`config.mk`:
```
export PLATFORM = sky130hd
export DESIGN_NAME = mmh_ctrl
export DESIGN_NICKNAME = d
export VERILOG_FILES = /design/src/hdl/mmh_pkg.sv /design/src/hdl/mmh_ctrl.sv
export SDC_FILE = /design/constraint.sdc
export NUM_CORES = 1
export LEC_CHECK = 0
export BUFFER_PORTS_ARGS = -buffer_cell sky130_fd_sc_hd__buf_2
export CORE_MARGIN = 1.5
export CORE_UTILIZATION = 45
export DETAILED_ROUTE_END_ITERATION = 7
export PLACE_DENSITY = 0.71
export SLEW_MARGIN = 30
export SYNTH_ARGS = -nofsm -noshare
export SYNTH_HDL_FRONTEND = slang
export SYNTH_SLANG_ARGS = --single-unit
```
`constraint.sdc`:
```
create_clock -name clk -period 1.33 [get_ports clk]
set_input_delay 0.0665 -clock clk [delete_from_list [all_inputs] [get_ports clk]]
set_output_delay 0.0665 -clock clk [all_outputs]
set_load 0.005 [all_outputs]
```
`src/hdl/mmh_pkg.sv`:
```
`default_nettype none

package mmh_pkg;

    localparam int WordW  = 64;
    localparam int CountW = 5;
    localparam int BlockBytes = 16;

    localparam logic [WordW-1:0] MixC1 = 64'h87c37b91114253d5;
    localparam logic [WordW-1:0] MixC2 = 64'h4cf5ad432745937f;
    localparam logic [WordW-1:0] AddA1 = 64'h0000000052dce729;
    localparam logic [WordW-1:0] AddA2 = 64'h0000000038495ab5;
    localparam logic [WordW-1:0] FinF1 = 64'hff51afd7ed558ccd;
    localparam logic [WordW-1:0] FinF2 = 64'hc4ceb9fe1a85ec53;

    typedef enum logic [3:0] {
        W_HOLD,
        W_K1,
        W_K2,
        W_MUL,
        W_ROT31,
        W_ROT33,
        W_XS,
        W_L1XS,
        W_L2XS
    } w_op_t;

    typedef enum logic [2:0] {
        LN_HOLD,
        LN_MIX,
        LN_MUL5,
        LN_TOT,
        LN_ADD,
        LN_XS,
        LN_SEED
    } lane_op_t;

    typedef enum logic [1:0] {
        K_C1,
        K_C2,
        K_F1,
        K_F2
    } mul_sel_t;

    typedef struct packed {
        logic     load;
        w_op_t    w_op;
        lane_op_t l1_op;
        lane_op_t l2_op;
        logic     mul_start;
        mul_sel_t mul_sel;
        logic     out_load;
    } cmd_t;

    typedef struct packed {
        logic use_lo;
        logic use_hi;
        logic full;
        logic last;
        logic mul_busy;
        logic mul_done;
        logic out_free;
    } sts_t;

    // byte i of the lane is kept while the count exceeds its message position
    function automatic logic [WordW-1:0] byte_mask(input logic [CountW-1:0] n,
                                                   input logic hi_half);
        logic [WordW-1:0]  m;
        logic [CountW-1:0] pos;
        m = '0;
        for (int i = 0; i < WordW / 8; i++)
        begin
            pos = CountW'(i) + (hi_half ? CountW'(WordW / 8) : CountW'(0));
            m[8*i +: 8] = {8{n > pos}};
        end
        return m;
    endfunction

endpackage

`default_nettype wire

```
`src/hdl/mmh_ctrl.sv`:
```
`default_nettype none

module mmh_ctrl (
    input  wire logic          clk,
    input  wire logic          rst_n,
    input  wire logic          s_tvalid,
    output logic               s_tready,
    input  wire mmh_pkg::sts_t sts,
    output mmh_pkg::cmd_t      cmd
);
    import mmh_pkg::*;

    typedef enum logic [4:0] {
        S_IDLE,
        S_MWAIT,
        S_L1_LOAD,
        S_L1_M1,
        S_L1_R31,
        S_L1_M2,
        S_L1_MIX,
        S_L1_ADD,
        S_L2_LOAD,
        S_L2_M1,
        S_L2_R33,
        S_L2_M2,
        S_L2_MIX,
        S_L2_ADD,
        S_F_XOR,
        S_F_ADD1,
        S_F_ADD2,
        S_F1_LOAD,
        S_F1_M1,
        S_F1_X2,
        S_F1_M2,
        S_F1_ST,
        S_F2_LOAD,
        S_F2_M1,
        S_F2_X2,
        S_F2_M2,
        S_F2_ST,
        S_G_ADD,
        S_OUT
    } state_t;

    state_t state_reg, state_next;
    state_t ret_reg, ret_next;
    state_t after_l2;

    assign after_l2 = sts.last ? S_F_XOR : S_IDLE;
    assign s_tready = state_reg == S_IDLE;

    always_comb
    begin
        state_next    = state_reg;
        ret_next      = ret_reg;
        cmd.load      = 1'b0;
        cmd.w_op      = W_HOLD;
        cmd.l1_op     = LN_HOLD;
        cmd.l2_op     = LN_HOLD;
        cmd.mul_start = 1'b0;
        cmd.mul_sel   = K_C1;
        cmd.out_load  = 1'b0;
        case (state_reg)
            S_IDLE:
            begin
                if (s_tvalid)
                begin
                    cmd.load   = 1'b1;
                    state_next = S_L1_LOAD;
                end
            end
            S_MWAIT:
            begin
                if (sts.mul_done)
                begin
                    cmd.w_op   = W_MUL;
                    state_next = ret_reg;
                end
            end
            S_L1_LOAD:
            begin
                if (sts.use_lo)
                begin
                    cmd.w_op   = W_K1;
                    state_next = S_L1_M1;
                end
                else
                    state_next = S_L2_LOAD;
            end
            S_L1_M1:
            begin
                cmd.mul_start = 1'b1;
                cmd.mul_sel   = K_C1;
                ret_next      = S_L1_R31;
                state_next    = S_MWAIT;
            end
            S_L1_R31:
            begin
                cmd.w_op   = W_ROT31;
                state_next = S_L1_M2;
            end
            S_L1_M2:
            begin
                cmd.mul_start = 1'b1;
                cmd.mul_sel   = K_C2;
                ret_next      = S_L1_MIX;
                state_next    = S_MWAIT;
            end
            S_L1_MIX:
            begin
                cmd.l1_op  = LN_MIX;
                state_next = sts.full ? S_L1_ADD : S_L2_LOAD;
            end
            S_L1_ADD:
            begin
                cmd.l1_op  = LN_MUL5;
                state_next = S_L2_LOAD;
            end
            S_L2_LOAD:
            begin
                if (sts.use_hi)
                begin
                    cmd.w_op   = W_K2;
                    state_next = S_L2_M1;
                end
                else
                    state_next = after_l2;
            end
            S_L2_M1:
            begin
                cmd.mul_start = 1'b1;
                cmd.mul_sel   = K_C2;
                ret_next      = S_L2_R33;
                state_next    = S_MWAIT;
            end
            S_L2_R33:
            begin
                cmd.w_op   = W_ROT33;
                state_next = S_L2_M2;
            end
            S_L2_M2:
            begin
                cmd.mul_start = 1'b1;
                cmd.mul_sel   = K_C1;
                ret_next      = S_L2_MIX;
                state_next    = S_MWAIT;
            end
            S_L2_MIX:
            begin
                cmd.l2_op  = LN_MIX;
                state_next = sts.full ? S_L2_ADD : after_l2;
            end
            S_L2_ADD:
            begin
                cmd.l2_op  = LN_MUL5;
                state_next = after_l2;
            end
            S_F_XOR:
            begin
                cmd.l1_op  = LN_TOT;
                cmd.l2_op  = LN_TOT;
                state_next = S_F_ADD1;
            end
            S_F_ADD1:
            begin
                cmd.l1_op  = LN_ADD;
                state_next = S_F_ADD2;
            end
            S_F_ADD2:
            begin
                cmd.l2_op  = LN_ADD;
                state_next = S_F1_LOAD;
            end
            S_F1_LOAD:
            begin
                cmd.w_op   = W_L1XS;
                state_next = S_F1_M1;
            end
            S_F1_M1:
            begin
                cmd.mul_start = 1'b1;
                cmd.mul_sel   = K_F1;
                ret_next      = S_F1_X2;
                state_next    = S_MWAIT;
            end
            S_F1_X2:
            begin
                cmd.w_op   = W_XS;
                state_next = S_F1_M2;
            end
            S_F1_M2:
            begin
                cmd.mul_start = 1'b1;
                cmd.mul_sel   = K_F2;
                ret_next      = S_F1_ST;
                state_next    = S_MWAIT;
            end
            S_F1_ST:
            begin
                cmd.l1_op  = LN_XS;
                state_next = S_F2_LOAD;
            end
            S_F2_LOAD:
            begin
                cmd.w_op   = W_L2XS;
                state_next = S_F2_M1;
            end
            S_F2_M1:
            begin
                cmd.mul_start = 1'b1;
                cmd.mul_sel   = K_F1;
                ret_next      = S_F2_X2;
                state_next    = S_MWAIT;
            end
            S_F2_X2:
            begin
                cmd.w_op   = W_XS;
                state_next = S_F2_M2;
            end
            S_F2_M2:
            begin
                cmd.mul_start = 1'b1;
                cmd.mul_sel   = K_F2;
                ret_next      = S_F2_ST;
                state_next    = S_MWAIT;
            end
            S_F2_ST:
            begin
                cmd.l2_op  = LN_XS;
                state_next = S_G_ADD;
            end
            S_G_ADD:
            begin
                cmd.l1_op  = LN_ADD;
                state_next = S_OUT;
            end
            S_OUT:
            begin
                if (sts.out_free)
                begin
                    cmd.out_load = 1'b1;
                    cmd.l1_op    = LN_SEED;
                    cmd.l2_op    = LN_SEED;
                    state_next   = S_IDLE;
                end
            end
            default:
            begin
                state_next = S_IDLE;
            end
        endcase
    end

    always_ff @(posedge clk or negedge rst_n)
    begin
        if (!rst_n)
        begin
            state_reg <= S_IDLE;
            ret_reg   <= S_IDLE;
        end
        else
        begin
            state_reg <= state_next;
            ret_reg   <= ret_next;
        end
    end

`ifndef NO_ASSERTIONS
    a_mul_idle_on_start: assert property (@(posedge clk) disable iff (!rst_n)
        cmd.mul_start |-> !sts.mul_busy)
        else $error("multiply started while busy");

    a_mwait_return: assert property (@(posedge clk) disable iff (!rst_n)
        (state_reg == S_MWAIT && sts.mul_done) |=> state_reg == $past(ret_reg))
        else $error("multiply wait did not return to caller");

    a_out_slot_free: assert property (@(posedge clk) disable iff (!rst_n)
        cmd.out_load |-> sts.out_free)
        else $error("result overwritten before taken");

    a_done_after_start: assert property (@(posedge clk) disable iff (!rst_n)
        cmd.mul_start |=> ##3 sts.mul_done)
        else $error("multiply latency broken");
`endif

endmodule

`default_nettype wire

```
==> impl_metrics.ini, run 1 <==
[logic_synthesis]
synth.distinct_cells = 53
netlist_area_um2 = 1410
synth_ff_type = dfrtp_1
avgSynthCellArea_um2 = 6.81
yosys_warnings = 0
synth_cells = 207
synthesis.nets = 217
async_flop_share = 1.00
yosysSeqAreaShare = 0.178
synth-edff-count = 0
ys_ff_latch = 10

[floorplanning]
start_util = 0.469
die_w_um = 59.0
die_h_um = 59.0
ioPinCount = 26
rows = 20

[clocking]
clockRootBuffer = clkbuf_4
numCtsBuffers = 3
clk_path_buf_depth = 2
cts-htree-levels = 1
numClockSinks = 10

[status]
stop_stage = 5_1_grt
error_line = [ERROR DPL-0038] Utilization greater than 100%, impossible to legalize
run_status = did not finish

[placed_design]
gp_congestion = 0.986
hpwl_um = 4030
port_buffers = 24
postPlaceCellArea_um2 = 2010

[grt]
grt_max_degree = 14

[sta]
endpoint_type = top-level output
crit_endpoint = cmd[12]
[what timing repair did]
| item | 4_1_cts |
|---|---|
| resized for setup | 86 |
| cloned | 2 |
| hold buffers | 1 |
| endpoints found under the setup margin | 26 |
| buffers inserted | 25 |
| pin swaps | 19 |
| endpoints found under the hold margin | 10 |
[cells by family after synthesis]
group / count (synthesis) / share of synthesized area
compound gates: 76 / 0.355
simple gates: 95 / 0.367
flops: 10 / 0.178
mux: 1 / 0.00711
xor+xnor: 1 / 0.00622
buf+inv: 24 / 0.0870
[stage by stage]
stage	setup slack, ns	hold WS, ns	TNS [ns]	cells
after floorplan	-0.0611	-0.229	-0.235	207
after global placement	-0.300	-0.0397	-3.50	313
after detailed placement	-0.355	-0.0388	-4.34	313
after CTS	-0.398	0.149	-7.09	345
[cell usage after synthesis (5+ instances only)]
cell      number  share of area
a21oi_1       21          0.075
buf_2         11          0.039
buf_4          5          0.027
dfrtp_1       10           0.18
inv_1          5          0.013
nand2_1       17          0.045
nand2b_1       7          0.031
nand3_1       10          0.036
nor2_1        21          0.056
nor2b_1        9          0.040
o21ai_0       16          0.057
==> inputs of run 2 (changes only) <==
CORE_UTILIZATION = 30   (was 45)
PLACE_DENSITY = unset   (was 0.71)
PLACE_DENSITY_LB_ADDON = 0.15   (was unset)
clock period = 1.7 ns   (was 1.33 ns; I/O delays follow)
==> impl_metrics.ini, run 2 <==
[clocking]
clockRootBuffer = clkbuf_8
cts-htree-levels = 1
clk_path_buf_depth = 2
path_clk_slew_ns = 0.07
numCtsBuffers = 3
cts_tree = done
numClockSinks = 10
insertion_delay_ns = 0.25

[placed_design]
gp_congestion = 0.885
hpwl_um = 4120
place_ws_ns = 0.0109
port_buffers = 24

[route]
wirelength_um = 6010
via_per_inst = 5.69
dr.first_iter.drc_count = 157
drc = 1
firstDrtPassIters = 6
vias = 1889
routedWlPerCell_um = 18.1
final_antenna_net_count = 0

[status]
run_status = complete, but fails checks
violations = DRC, setup timing

[logic_synthesis]
yosys-top-cells-area = dfrtp_1, a21oi_1, o21ai_0
yosys_warnings = 0
synth_top_area_share = 0.178
netlist_area_um2 = 1410
synth_common_cells = a21oi_1, nor2_1, nand2_1, o21ai_0, buf_2
synth_ff_type = dfrtp_1
synthesis.nets = 217
async_flop_share = 1.00
synth-edff-count = 0
ys_ff_latch = 10
avgSynthCellArea_um2 = 6.81
synth.distinct_cells = 53
synth_area_leader_cell = dfrtp_1
synth_cells = 207
yosysSeqAreaShare = 0.178

[grt]
grt-ovfl-total = 0
grt_max_degree = 15
grt_pass1_vias = 1735
grt_util_all_layers = 0.225
grt_pass1_wl_um = 8940
antenna_found_initial = 0

[finish]
final_common_cell = buf_4
nNetsFinal = 291
seq_area_um2 = 256
drive_above_1_share = 0.500
utilization = 0.515
final_cell_mix = buf_4, buf_2, nor2_1, a21oi_1, o21ai_0
multi_input_area_um2 = 1230
fillerInstances = 451
areaGrowthSynthToFinish_pct = 62.6
diodes = 0

[worst_setup_path]
crit_path_end_kind = output pin
critPathKind = flip-flop to output pin
cp.arrival_ns = 1.67
cp.required_ns = 1.62
cp_max_fo = 5
start_kind = flip-flop

[floorplanning]
core_area_um2 = 4440
die_w_um = 71.5
die-area_um2 = 5120
rows = 24
ioPinCount = 26
start_util = 0.317
die_h_um = 71.5

[power_and_ir_drop]
p_int_mw = 2.17
combPwrFrac = 0.783
p_leak_nw = 1.02
switching_share = 0.470
p_seq_frac = 0.132
vdd_drop_max_mv = 0.626
power_density_nw_per_um2 = 1780
pwr-share-clk = 0.085
power_switching_mw = 1.92

[sta]
tightest_slew_ns = 0.353
drv_slew = 0
timing.final.crit_share = 1.03
period_needed_ns = 1.76
fmax_mhz = 569
skew_ns = 0.000688
whs_ns = 0.199
relSlewSlack = 0.763
rsz0062_at_grt = yes
tns_ns = -0.172
setup_viol = 6
setup_slack_ns = -0.0583
hold_viol_final = 0

[job]
drv_cap = 0

[min_path]
hold_path_class = input port to flip-flop
## run 2: layout make-up
class / instances / share of cell area
repair buffers: 87 / 0.290
clock buffers: 4 / 0.0240
flip-flops and latches: 10 / 0.112
inverters: 6 / 0.00983
multi-input cells: 173 / 0.536
well taps: 52 / 0.0284
## run 2: what timing repair did
item / 4_1_cts / 5_1_grt
hold buffers: 1 / 0
buffers inserted: 12 / 4
setup endpoints to repair: 15 / 19
hold endpoints to repair: 10 / 0
cloned: 0 / 1
gates resized for setup: 26 / 35
pin swaps: 3 / 10
## run 2: through the flow
stage	std cells	power, mW	area [um2]
after floorplan	207	1.93	1410
after global placement	310	2.95	1840
after detailed placement	310	2.94	1840
after CTS	327	3.63	2090
after global routing	332	4.35	2290
final	332	4.09	2290
## run 2: routing by layer
layer / GRT usage / wire, um / share of wire
met3: 0.0338 / 360 / 0.060
met2: 0.364 / 2910 / 0.48
met4: 0.0398 / 61 / 0.010
met1: 0.322 / 2670 / 0.45
met5: 0 / 0 / 0
## run 2: worst paths after layout
kind,start,end,slack [ns],depth (start not counted)
hold reg to reg,ret_reg[4],ret_reg[4],0.56,2
setup reg to reg,state_reg[2],state_reg[3],-0.03,7
max in group asynchronous,rst_n,state_reg[0],1.20,2
hold / removal,sts[0],state_reg[4],0.20,3
min in group asynchronous,rst_n,ret_reg[0],0.25,2
setup / recovery,state_reg[2],cmd[1],-0.06,7
## run 2: kinds of logic (layout without fill, tap and decap cells)
logic type	count (synthesis)	after routing	share of synthesized area
AOI/OAI and AO/OA	76	76	0.355
xor gates and xnor gates	1	1	0.00622
buffers and inverters	24	97	0.0870
DFF	10	10	0.178
muxes	1	1	0.00711
and+or+nand+nor	95	95	0.367
## run 2: worst max-delay path, cell delays in order (launching register included)
cell	delay (ns)
dfrtp_2	0.45
buf_4	0.16
buf_4	0.14
nor3b_4	0.16
buf_4	0.13
o21ai_0	0.17
a21oi_1	0.09
buf_2	0.13
## run 2: power by group through the flow
| stage | registers [mW] | clock network, mW | logic (mW) |
|---|---|---|---|
| floorplan | 0.412 | 0 | 1.52 |
| global placement | 0.521 | 0 | 2.43 |
| detailed placement | 0.521 | 0 | 2.42 |
| CTS | 0.510 | 0.339 | 2.78 |
| global route | 0.552 | 0.350 | 3.45 |
| finish | 0.540 | 0.346 | 3.20 |
(Power assumes the default switching activity.)
